===== config.mk =====
export PLATFORM = sky130hd
export DESIGN_NAME = ptq_cell
export DESIGN_NICKNAME = d
export VERILOG_FILES = /design/src/sv/assert_macros.svh /design/src/sv/ptq_pkg.sv /design/src/sv/ptq_cell.sv
export SDC_FILE = /design/constraint.sdc
export NUM_CORES = 1
export LEC_CHECK = 0
export BUFFER_PORTS_ARGS = -buffer_cell sky130_fd_sc_hd__buf_2
export CAP_MARGIN = 10
export CORE_AREA = 2 2 126 128
export DETAILED_ROUTE_END_ITERATION = 7
export DIE_AREA = 0 0 128 130
export HOLD_SLACK_MARGIN = 0.03
export SYNTH_ARGS = -nofsm -noshare
export SYNTH_HDL_FRONTEND = slang
export SYNTH_SLANG_ARGS = --single-unit
export TNS_END_PERCENT = 20

===== constraint.sdc =====
create_clock -name clock -period 2.16 [get_ports clock]
set_input_delay 0.324 -clock clock [delete_from_list [all_inputs] [get_ports clock]]
set_output_delay 0.324 -clock clock [all_outputs]
set_load 0.03 [all_outputs]

===== src/sv/assert_macros.svh =====
// Assertion macros for the task queue RTL.
// No dependencies; include with the bare file name.
`ifndef ASSERT_MACROS_SVH
`define ASSERT_MACROS_SVH

// Plain property checked at every clock edge outside reset.
`define PTQ_ASSERT(label, clk, rst, prop, msg) \
   label: assert property (@(posedge clk) disable iff (rst) (prop)) else $error(msg);

// Same-cycle implication.
`define PTQ_ASSERT_IMPL(label, clk, rst, ante, cons, msg) \
   label: assert property (@(posedge clk) disable iff (rst) (ante) |-> (cons)) else $error(msg);

// Next-cycle implication.
`define PTQ_ASSERT_NEXT(label, clk, rst, ante, cons, msg) \
   label: assert property (@(posedge clk) disable iff (rst) (ante) |=> (cons)) else $error(msg);

`endif


===== src/sv/ptq_pkg.sv =====
// Shared types and constants for the priority task queue.
// No dependencies.
`timescale 1ns / 1ps

package ptq_pkg;

   localparam int OP_W   = 2;
   localparam int PRIO_W = 8;
   localparam int SLOT_W = 5;
   localparam int DATA_W = 32;

   localparam logic [OP_W-1:0] OP_ADD      = 2'd0;
   localparam logic [OP_W-1:0] OP_DISPATCH = 2'd1;
   localparam logic [OP_W-1:0] OP_FINISH   = 2'd2;

   // One queue position as held by a cell.
   typedef struct packed {
      logic              valid;
      logic              running;
      logic [SLOT_W-1:0] slot;
      logic [PRIO_W-1:0] prio;
      logic [DATA_W-1:0] handle;
      logic [DATA_W-1:0] arg;
   } entry_type;

   // Command broadcast to every cell of the row.
   typedef struct packed {
      logic              insert_en;
      logic              remove_en;
      logic              running;
      logic [SLOT_W-1:0] slot;
      logic [PRIO_W-1:0] prio;
      logic [DATA_W-1:0] handle;
      logic [DATA_W-1:0] arg;
   } cell_ctl_type;

endpackage


===== src/sv/ptq_cell.sv =====
// One position of the ordered queue: holds an entry and shifts with its neighbors.
// Depends on ptq_pkg.
`timescale 1ns / 1ps

module ptq_cell
   import ptq_pkg::*;
(
   input  logic         clock,
   input  logic         reset,
   input  cell_ctl_type ctl,
   input  logic         set_run,
   input  entry_type    left_entry,
   input  logic         left_keep,
   input  logic         left_gone,
   input  entry_type    right_entry,
   output entry_type    entry,
   output logic         keep,
   output logic         gone
);

   entry_type entry_ff;
   entry_type entry_in;
   entry_type new_entry;
   logic      match;

   assign entry = entry_ff;

   // Entries are sorted, so keep is true for a prefix of the row.
   assign keep  = entry_ff.valid && (entry_ff.prio >= ctl.prio);
   assign match = entry_ff.valid && (entry_ff.slot == ctl.slot);
   assign gone  = left_gone || match;

   always_comb begin
      new_entry.valid   = 1'b1;
      new_entry.running = ctl.running;
      new_entry.slot    = ctl.slot;
      new_entry.prio    = ctl.prio;
      new_entry.handle  = ctl.handle;
      new_entry.arg     = ctl.arg;
   end

   always_comb begin
      entry_in = entry_ff;
      if (ctl.insert_en) begin
         if (!keep) begin
            entry_in = left_keep ? new_entry : left_entry;
         end
      end else if (ctl.remove_en) begin
         // Every cell at or behind the removed one pulls from its right.
         if (gone) begin
            entry_in = right_entry;
         end
      end else if (set_run) begin
         entry_in.running = 1'b1;
      end
   end

   always_ff @(posedge clock) begin
      if (reset) begin
         entry_ff <= '0;
      end else begin
         entry_ff <= entry_in;
      end
   end

endmodule


==> summary.txt <==
Setup repair after global routing missed its margin - true
Highest clock frequency the design can meet - 451 MHz
Fraction of the cycle the final worst path needs - 103%
Worst slew margin - 67.1%
Final hold violation count - 0
Synthesis-to-layout area growth - 54.4%
Power Total - 4.57 mW
PD cells - 672 nW/µm²
Register share of total power - 36.4%
Signal arrival time at the worst endpoint - 2430 ps
HPWL after DPL - 11300 µm
Post-route setup slack - -57.4 ps
Hold Crit Start - right_entry[56]
Launching element of the worst setup path - entry[64]
Initial Utilization - 28.6%
Yosys cell types - 32
Worst Setup Start Kind - register
Vertical die dimension - 130 µm
Floorplan row count - 46
Power Internal - 3.19 mW
Clock Pin Slew Worst Setup and Hold Paths - 60 ps
Routability congestion estimate - 0.752
Netlist area before placement - 4400 µm²
Insertion delay of the later-clocked pin in the worst-skew pair - 340 ps
Floorplan core area - 15400 µm²
Outcome - complete, but fails checks
CP Class - reg2reg
Per-cell routed wire length - 14.7 µm
DP Cell Count - 978
Number of nets in the layout - 1052
Period minus WS final - 2220 ps
Mapped Avg Cell Area - 9.23 µm²
Number of warnings issued by yosys - 0
Worst hold path type - in2reg
Clock H-tree levels - 3
Endpoint type of the worst setup path - register
Drc violations - 0
Overall die width - 128 µm
Detailed-route vias per instance - 4.58
Worst-margin pin slew - 493 ps
Antenna violations before repair - 0
CP Data Required Time - 2370 ps
DRC violation total after the first TritonRoute iteration - 139
Failing checks - setup timing
Total clock buffers created by CTS - 9
Max-cap check violation count - 0
Number of synthesized register bits - 79
All-Layer GR Usage - 16.3%
Inserted Diodes - 0
Number of setup violations in the final report - 33
Number of optimization iterations in the first detailed-route pass - 4
Number of port buffers - 323
Net Switching - 1.37 mW
Worst vdd ir - 0.442 mV
Vias after detailed routing - 4569
Number of standard cells in the layout, taps in and fillers out - 998
Flip-flop count of the largest register after layout - 79
Critical R2R Launch - entry[64]
First-pass GRT wire length - 21100 µm
Relative contribution of the clock network to total power - 37.0%
TritonCTS clock tree - done
Post-detailed-routing wire length - 14600 µm
Vias in the first global route - 4254
Buffer depth of the longest clock path - 2
Root Buffer Master - clkbuf_16
Number of antenna-violating nets in the routed design - 0
Mapped Cells - 477
Share of layout cells above drive strength 1 - 50.7%
Most frequent standard cell in the layout excluding fill and tap cells - buf_2
Sw frac - 30.1%
Area of the die - 16600 µm²
Global route total overflow - 0
Total count of max-transition violations in the final report - 0
Sink Count - 79
Largest net degree at the start of global routing - 78
Total I/O pin count - 324
Critical path peak fanout - 20
Final Core Density - 44.1%
Sequential area share after synthesis - 35.9%
Gate power share - 26.6%
Net Count, Synth - 728
Leading cell types in the layout, fill and taps excluded - buf_2, inv_1, nand2_1
Leakage power - 3.43 nW
Post-route worst hold slack - 186 ps
Maximum clock skew at final layout - 9.75 ps
-- cell usage after synthesis --
cell type   n  area [µm²]
a2111o_1    1        11.3
a21o_1      2        15.0
a221o_1     1        10.0
a2bb2oi_4   1        26.3
a32oi_2     1        16.3
and3_1      2        12.5
buf_2       9        45.0
buf_6       4        45.0
clkbuf_1   20        75.1
dfxtp_1    79        1580
ha_1        8         100
inv_1      86         323
inv_2       1        3.75
mux2_2      3        33.8
mux2i_1    78         781
nand2_1    80         300
nand2_2     1        6.26
nand2b_1    2        12.5
nand3_1     2        10.0
nand4_1     2        12.5
nand4b_1    1        8.76
nor2_1      2        7.51
nor2b_1     1        6.26
nor3b_1     2        15.0
o21ai_0     1        5.00
o21ai_1     2        10.0
o21bai_1    1        7.51
o221ai_1   47         412
o221ai_2   30         450
o2bb2ai_1   1        8.76
o311ai_0    1        8.76
xnor2_1     5        43.8
-- cell type report --
type | instances | area [µm²]
fillers | 1570 | 8630
repair buffers | 346 | 1910
inverters | 87 | 329
well taps | 192 | 240
clock buffers | 12 | 258
multi-input cells | 278 | 2400
clock inverters | 4 | 76.3
flip-flops and latches | 79 | 1590
-- routing by layer --
| layer | vias to the layer above | track usage, % | share of wire [%] |
|---|---|---|---|
| met5 | - | 0 | 0 |
| met4 | 0 | 6.40 | 1.5 |
| met3 | 14 | 3.94 | 8.2 |
| met2 | 203 | 29.5 | 50 |
| met1 | 2017 | 18.6 | 41 |
| li1 | 2335 | - | - |
-- final timing paths --
kind | to | slack, ps | cells past startpoint
worst max-delay path | entry[0] | -60 | 10
worst min-delay path | entry[56] | 190 | 3
worst max register to register | entry[0] | -60 | 10
worst min register to register | entry[21] | 510 | 2
-- power groups by stage --
stage	Sequential (mW)	Clock [mW]	Combinational, mW
floorplan	1.95	0	0.441
CTS	1.66	1.76	1.21
detailed placement	1.69	0	1.19
global route	1.68	1.82	1.32
global placement	1.69	0	1.19
finish	1.66	1.69	1.21
-- logic make-up after synthesis --
family | Yosys count | share of synthesized area, %
adders and majority gates | 8 | 2.27
xor gates and xnor gates | 5 | 0.994
buffers and inverters | 120 | 11.2
muxes | 81 | 18.5
AOI/OAI and AO/OA | 89 | 22.3
DFF | 79 | 35.9
and+or+nand+nor | 95 | 8.89
-- timing repair --
action	in CTS	in global routing
pin swaps	2	2
cloned	0	1
hold buffers	0	0
endpoints found under the setup margin	78	79
gates resized for setup	9	1
hold endpoints to repair	0	0
buffers inserted	2	1
-- per-stage QoR --
stage	setup slack, ps	instance area, µm²	setup TNS, ps
2_1_floorplan	-174	4430	-9600
3_3_place_gp	-165	6340	-10000
3_5_place_dp	-208	6340	-12620
4_1_cts	-149	6740	-4580
5_1_grt	-137	6800	-7150
6_report	-57.4	6800	-718
-- critical path, stage by stage, from the launching register on --
cell	delay, ps
dfxtp_4	360
inv_4	40
ha_4	190
nand2b_4	130
a2111o_1	370
a32oi_2	230
inv_2	90
a2bb2oi_4	210
buf_12	140
clkbuf_16	210
o221ai_1	120
No activity file was read; power rests on OpenSTA's default activity.
