==> src/sv/assert_macros.svh <==
// Assertion macros for the task queue RTL.
// No dependencies; include with the bare file name.
`ifndef ASSERT_MACROS_SVH
`define ASSERT_MACROS_SVH

// Plain property checked at every clock edge outside reset.
`define PTQ_ASSERT(label, clk, rst, prop, msg) \
   label: assert property (@(posedge clk) disable iff (rst) (prop)) else $error(msg);

// Same-cycle implication.
`define PTQ_ASSERT_IMPL(label, clk, rst, ante, cons, msg) \
   label: assert property (@(posedge clk) disable iff (rst) (ante) |-> (cons)) else $error(msg);

// Next-cycle implication.
`define PTQ_ASSERT_NEXT(label, clk, rst, ante, cons, msg) \
   label: assert property (@(posedge clk) disable iff (rst) (ante) |=> (cons)) else $error(msg);

`endif

==> src/sv/ptq_pkg.sv <==
// Shared types and constants for the priority task queue.
// No dependencies.
`timescale 1ns / 1ps

package ptq_pkg;

   localparam int OP_W   = 2;
   localparam int PRIO_W = 8;
   localparam int SLOT_W = 5;
   localparam int DATA_W = 32;

   localparam logic [OP_W-1:0] OP_ADD      = 2'd0;
   localparam logic [OP_W-1:0] OP_DISPATCH = 2'd1;
   localparam logic [OP_W-1:0] OP_FINISH   = 2'd2;

   // One queue position as held by a cell.
   typedef struct packed {
      logic              valid;
      logic              running;
      logic [SLOT_W-1:0] slot;
      logic [PRIO_W-1:0] prio;
      logic [DATA_W-1:0] handle;
      logic [DATA_W-1:0] arg;
   } entry_type;

   // Command broadcast to every cell of the row.
   typedef struct packed {
      logic              insert_en;
      logic              remove_en;
      logic              running;
      logic [SLOT_W-1:0] slot;
      logic [PRIO_W-1:0] prio;
      logic [DATA_W-1:0] handle;
      logic [DATA_W-1:0] arg;
   } cell_ctl_type;

endpackage

==> src/sv/ptq_slot_alloc.sv <==
// Free-slot bitmap with lowest-free-slot encoder and a free query.
// Depends on ptq_pkg.
`timescale 1ns / 1ps

module ptq_slot_alloc
   import ptq_pkg::*;
#(
   parameter int SLOTS = 32
)
(
   input  logic              clock,
   input  logic              reset,
   input  logic              alloc_en,
   input  logic              release_en,
   input  logic [SLOT_W-1:0] query_slot,
   output logic              any_free,
   output logic [SLOT_W-1:0] low_slot,
   output logic              query_free,
   output logic [SLOTS-1:0]  free_mask
);

   localparam int IDX_W = (SLOTS > 1) ? $clog2(SLOTS) : 1;

   logic [SLOTS-1:0] free_ff;
   logic [SLOTS-1:0] free_in;
   logic             in_range;

   assign free_mask = free_ff;
   assign any_free  = |free_ff;
   assign in_range  = ({1'b0, query_slot} < (SLOT_W + 1)'(SLOTS));

   // A slot index beyond the table reads as free, so finish ignores it.
   assign query_free = in_range ? free_ff[query_slot[IDX_W-1:0]] : 1'b1;

   always_comb begin
      low_slot = '0;
      for (int i = SLOTS - 1; i >= 0; i--) begin
         if (free_ff[i]) begin
            low_slot = SLOT_W'(i);
         end
      end
   end

   always_comb begin
      free_in = free_ff;
      if (alloc_en) begin
         free_in[low_slot[IDX_W-1:0]] = 1'b0;
      end else if (release_en) begin
         free_in[query_slot[IDX_W-1:0]] = 1'b1;
      end
   end

   always_ff @(posedge clock) begin
      if (reset) begin
         free_ff <= '1;
      end else begin
         free_ff <= free_in;
      end
   end

endmodule
==> config.mk <==
export PLATFORM = sky130hd
export DESIGN_NAME = ptq_slot_alloc
export DESIGN_NICKNAME = d
export VERILOG_FILES = /design/src/sv/assert_macros.svh /design/src/sv/ptq_pkg.sv /design/src/sv/ptq_slot_alloc.sv
export SDC_FILE = /design/constraint.sdc
export NUM_CORES = 1
export LEC_CHECK = 0
export BUFFER_PORTS_ARGS = -buffer_cell sky130_fd_sc_hd__buf_4
export CORE_MARGIN = 3
export CORE_UTILIZATION = 51
export CTS_BUF_LIST = sky130_fd_sc_hd__clkbuf_4
export DETAILED_ROUTE_END_ITERATION = 6
export GPL_ROUTABILITY_DRIVEN = 1
export GPL_TIMING_DRIVEN = 0
export HOLD_SLACK_MARGIN = 0.1
export PLACE_DENSITY = 0.76
export SETUP_SLACK_MARGIN = 0.4
export SYNTH_ARGS = -nofsm -noshare
export SYNTH_HDL_FRONTEND = slang
export SYNTH_SLANG_ARGS = --single-unit
==> constraint.sdc <==
create_clock -name clock -period 2.1 [get_ports clock]
set_clock_uncertainty 0.15 [all_clocks]
set_input_delay 0.315 -clock clock [delete_from_list [all_inputs] [get_ports clock]]
set_output_delay 0.315 -clock clock [all_outputs]
set_load 0.01 [all_outputs]
==> results of run 1 <==
## routing by layer
layer,up-vias,track usage (%),part of all wire [%]
met5,-,0,0
met4,0,20.3,10
met3,123,9.23,15
met2,349,51.2,42
met1,1353,44.7,33
li1,1191,-,-
## cells in the final DEF, fill, tap and decap left out, types with 6 or more instances in the layout
cell type / count
buf_4: 75
inv_1: 9
dfxtp_1: 11
a21oi_1: 27
a211oi_1: 24
nor4_4: 10
nor3_1: 6
nand2_1: 11
mux4_2: 8
nor2_1: 29
a21oi_2: 9
dfxtp_4: 8
dfxtp_2: 13
buf_6: 8
## worst max-delay path: stages (launching register included)
cell      delay (ps)
dfxtp_1          550
nor2_1           120
a221oi_1         420
o41a_1           330
o211ai_4         130
a21oi_2          140
buf_4            120
## final cells by class
cell class	instances	area share, %
multi-input cells	207	53.0
flip-flops and latches	32	20.5
repair buffers	83	19.7
plain buffers	9	2.09
well taps	48	1.79
inverters	11	1.23
clock buffers	5	1.12
clock inverters	3	0.559
## power breakdown
group	switching (mW)	leakage [nW]	total, mW	internal (mW)
combinational	0.124	0.975	0.202	0.0782
sequential	0.00592	0.252	0.605	0.600
clock	0.271	0.0249	0.397	0.126
total	0.401	1.25	1.20	0.804
## logic make-up (layout without fill, tap and decap cells)
| family | count (synthesis) | count (layout) |
|---|---|---|
| simple gates | 103 | 103 |
| compound gates | 96 | 96 |
| flops | 32 | 32 |
| buf+inv | 20 | 111 |
| mux | 8 | 8 |
## metrics by stage
| stage | total power [mW] | util, % | setup slack (ps) |
|---|---|---|---|
| after CTS | 1.16 | 79.9 | -297 |
| after global placement | 0.783 | 69.0 | -537 |
| after global routing | 1.22 | 87.1 | -644 |
| after detailed placement | 0.786 | 69.0 | -533 |
| final | 1.20 | 87.1 | -559 |
| after floorplan | 0.720 | - | 98.7 |
## path summary, 6_finish.rpt
| kind | end | slack, ps | cells after the start |
|---|---|---|---|
| setup / recovery | low_slot[0] | -560 | 6 |
| hold / removal | free_mask[0]$_SDFFE_PP1P_ | 210 | 3 |
| setup reg to reg | free_mask[9]$_SDFFE_PP1P_ | -520 | 9 |
| hold reg to reg | free_mask[31]$_SDFFE_PP1P_ | 410 | 2 |
## timing repair
item / CTS / global route
buffers inserted: 25 / 12
setup endpoints to repair: 39 / 39
pin swaps: 18 / 19
resized for setup: 37 / 48
==> impl_metrics.tcl, run 1 <==
set metrics [dict create \
    status "finished, violations left" \
    violations "DRC, setup timing" \
    avgViaCountPerCell 7.58 \
    routed_wl_um 10300 \
    antenna_found_initial 0 \
    n_antenna_cell 0 \
    cts_buffer_depth 2 \
    synth_xor_area_share_pct 0 \
    synth_top_flop_cell "dfxtp_1" \
    fin_crit_ps 2660 \
    path_class "flop to output pin" \
    grt.total_usage_pct 34.4 \
    synth-compound-area-share_pct 31.5 \
    multi_input_area_sq_um 1780 \
    finalHoldViolations 0 \
    yosys-mux-area-fraction_pct 8.41 \
    wire_per_inst_um 25.9 \
    seqCellArea_sq_um 687 \
    cts_sinks 32 \
    regToRegStartpoint "free_mask[27]$_SDFFE_PP1P_" \
    overflow 0 \
    drt_iter0_drc 607 \
    rsz0062_at_grt "true" \
    power_density_nw_per_um2 359 \
    coreArea_sq_um 3850 \
    layout-drive-gt1-share_pct 52.6 \
    nets 358 \
    synth_nets 268 \
    hp-start "alloc_en" \
    synthAdderAreaFrac_pct 0 \
    dpl_cell_area_sq_um 2660 \
    crit_arrival_ps 2190 \
    relSlewSlack_pct 37.2 \
    ant_nets 0 \
    ys_warn_count 0 \
    final-instance-count-excl-fill 398 \
    grt_pass1_vias 2562 \
    num_rows 22 \
    yosysTopAreaCellShare_pct 29.9 \
    route.detailed.drc 2 \
    synthCells 259 \
    synth_commonest_cells "36 x a21oi_1, 36 x nor2_1, 32 x dfxtp_1" \
    place_congestion 0.997 \
    max_freq_ghz 0.376 \
    io_pins 48 \
    start_kind "flop" \
    crit_path_start "free_mask[27]$_SDFFE_PP1P_" \
    cts-buffers-inserted 5 \
    synth_edf_count 0 \
    grt_pass1_wl_um 13300 \
    synth_area_sq_um 2140 \
    cts_tree "yes" \
    cts-htree-levels 2 \
    endpoint_kind "output pin" \
    start_util_pct 55.6 \
    chipWidth_um 70.8 \
    hold_ws_ps 207 \
    via_count 3016 \
    ir_drop_v 0.000359 \
    yosysUniqueCellTypes 53 \
    cap_violations 0 \
    yosysTopAreaCell "dfxtp_1" \
    hold_class "primary input to flop" \
    largest_reg_flops 32 \
    crit_fanout 8 \
    setup_viol_count_final 36 \
    clkLatencyLatePin_ps 380 \
    fin_ws_ps -559 \
    cts.clk_slew.worst_paths_ps 130 \
    die_area_sq_um 5020 \
    design_area_sq_um 3360 \
    root_buffer "clkbuf_4" \
    synthTopCellsByArea "dfxtp_1 30%, a21oi_1 8.4%, a211oi_1 8.4%" \
    area_growth_pct 56.6 \
    post-dp-hpwl_um 5510 \
    synth_top_family_by_area "compound AO/OA/AOI/OAI gates" \
    drt_pass1_iterations 7 \
    ys_async_sr_fraction_pct 0 \
    port_buffers 46 \
    min_period_over_period_pct 127 \
    grt_max_degree 12 \
    dpl.cell_count 353 \
    die_h_um 70.8 \
    synth-simple-area-share_pct 26.4 \
    leakagePower_nw 1.25 \
    avgSynthCellArea_sq_um 8.28 \
    slew_violations 0 \
    setup_tns_ps -13670 \
    tightestPinTransition_ps 938 \
    required_ps 1630 \
    seq_area_frac_synth_pct 29.9 \
    holdBufCountCts 0 \
    num-fill-cells 205 \
    ys_seq_elements 32 \
]
(Power assumes the default switching activity.)
==> run 2, diff against run 1 <==
RECOVER_POWER = 100   (was unset)
==> run 2 against run 1 <==
The flow still finishes with violations (DRC, setup timing). Flip-flop and latch count unchanged. Final cell count unchanged. Via count is 1.1% lower. Sequential power is essentially flat. Routed wire length is 0.84% lower. Worst hold slack improved by 26 ps. Worst setup slack worse by 8.0 ps. Utilization down 0.16 points. Fmax decreased by 0.30%. Total power fell by 0.40%. Largest power group unchanged.
==> impl_metrics.tcl, run 2 (synthesis results as in run 1) <==
set metrics [dict create \
    avgViaCountPerCell 7.49 \
    crit_arrival_ps 2200 \
    setup_viol_count_final 36 \
    violations "DRC, setup timing" \
    cts.clk_slew.worst_paths_ps 130 \
    utilization_pct 86.9 \
    start_kind "flop" \
    required_ps 1630 \
    endpoint_kind "output pin" \
    io_pins 48 \
    route.detailed.drc 20 \
    ir_drop_v 0.000359 \
    n_antenna_cell 0 \
    drt_iter0_drc 608 \
    max_freq_ghz 0.375 \
    grt_max_degree 12 \
    path_buf_inv 1 \
    die_h_um 70.8 \
    grt.total_usage_pct 34.4 \
    port_buffers 46 \
    cts_tree "yes" \
    leakagePower_nw 1.25 \
    final-instance-count-excl-fill 398 \
    holdBufCountCts 0 \
    post-dp-hpwl_um 5510 \
    start_util_pct 55.6 \
    seqCellArea_sq_um 681 \
    chipWidth_um 70.8 \
    via_count 2983 \
    hold_class "primary input to flop" \
    power_density_nw_per_um2 358 \
    crit_family "compound AO/OA/AOI/OAI gates" \
    slowest_stage "dfxtp_1" \
    dpl.cell_count 353 \
    overflow 0 \
    status "finished, violations left" \
    coreArea_sq_um 3850 \
    root_buffer "clkbuf_4" \
    cap_violations 0 \
    largest_reg_flops 32 \
    min_period_over_period_pct 127 \
    mostFrequentLayoutCell "buf_4" \
    multi_input_area_sq_um 1780 \
    antenna_found_initial 0 \
    cts_sinks 32 \
    path_cells "nor2_1 -> a221oi_1 -> o41a_1 -> o211ai_4 -> a21oi_2 -> buf_4" \
    grt_pass1_vias 2562 \
    path_class "flop to output pin" \
    nets 358 \
    max_stage_delay_ps 560 \
    tightestPinTransition_ps 906 \
    cts_buffer_depth 2 \
    cts-htree-levels 2 \
    slew_violations 0 \
    drt_pass1_iterations 7 \
    ant_nets 0 \
    final_cell_mix "75 x buf_4, 29 x nor2_1, 27 x a21oi_1" \
    num-fill-cells 207 \
    place_congestion 0.997 \
    clkLatencyLatePin_ps 370 \
    crit_fanout 8 \
    rsz0062_at_grt "true" \
    layout-drive-gt1-share_pct 51.7 \
    finalHoldViolations 0 \
    fin_crit_ps 2670 \
    wire_per_inst_um 25.7 \
    cts-buffers-inserted 5 \
    routed_wl_um 10200 \
    area_growth_pct 56.3 \
    num_rows 22 \
    die_area_sq_um 5020 \
    relSlewSlack_pct 39.3 \
    fin_ws_ps -567 \
    grt_pass1_wl_um 13300 \
]
run 2: cell counts in the layout (fill, tap and decap cells not counted):
Identical to the previous run, type by type.
run 2: worst reg2reg max path, cell delays in order, from the launching register on:
cell	delay, ps
dfxtp_1	560
nor2_1	120
a221oi_1	420
o41a_1	330
o211ai_4	140
buf_4	170
buf_4	130
a211oi_4	260
buf_12	170
a31oi_1	80
run 2: area by class of cell:
cell class	count	area share, %
clock inverter	3	0.560
inverter	11	1.23
timing repair buffer	83	19.8
clock buffer	5	1.12
buffer	9	2.09
sequential	32	20.3
tap	48	1.79
multi-input combinational	207	53.1
run 2: what timing repair did:
action                                  CTS  global route
hold endpoints to repair                  0             0
buffers inserted                         25            12
pin swaps                                18            19
gates resized for setup                  37            48
endpoints found under the setup margin   39            39
run 2: per-layer routing:
| layer | global-route usage [%] | vias to the layer above | share of wire (%) | routed length (um) |
|---|---|---|---|---|
| met4 | 20.3 | 0 | 10 | 1040 |
| met1 | 44.7 | 1330 | 33 | 3380 |
| met2 | 51.2 | 348 | 42 | 4310 |
| met3 | 9.23 | 121 | 15 | 1500 |
| li1 | - | 1184 | - | - |
| met5 | 0 | - | 0 | 0 |
run 2: per-stage QoR:
stage	hold slack (ps)	instance area, sq um	setup WS, ps	power [mW]	TNS [ps]
final	233	3350	-567	1.20	-13940
after global routing	226	3350	-644	1.22	-15960
after CTS	220	3080	-297	1.16	-5450
after detailed placement	388	2660	-533	0.786	-7380
after global placement	381	2660	-537	0.783	-6700
after floorplan	367	2250	98.7	0.720	0
run 2: final timing paths:
path,from,end,slack (ps),cells after the start
hold / removal,alloc_en,free_mask[0]$_SDFFE_PP1P_,230,3
hold reg to reg,free_mask[31]$_SDFFE_PP1P_,free_mask[31]$_SDFFE_PP1P_,410,2
setup / recovery,free_mask[27]$_SDFFE_PP1P_,low_slot[0],-570,6
setup reg to reg,free_mask[27]$_SDFFE_PP1P_,free_mask[1]$_SDFFE_PP1P_,-530,9
run 2: power breakdown:
group | total [mW] | internal (mW) | switching (mW)
logic | 0.202 | 0.0781 | 0.124
registers | 0.606 | 0.601 | 0.00590
clock network | 0.392 | 0.126 | 0.266
total | 1.20 | 0.805 | 0.395
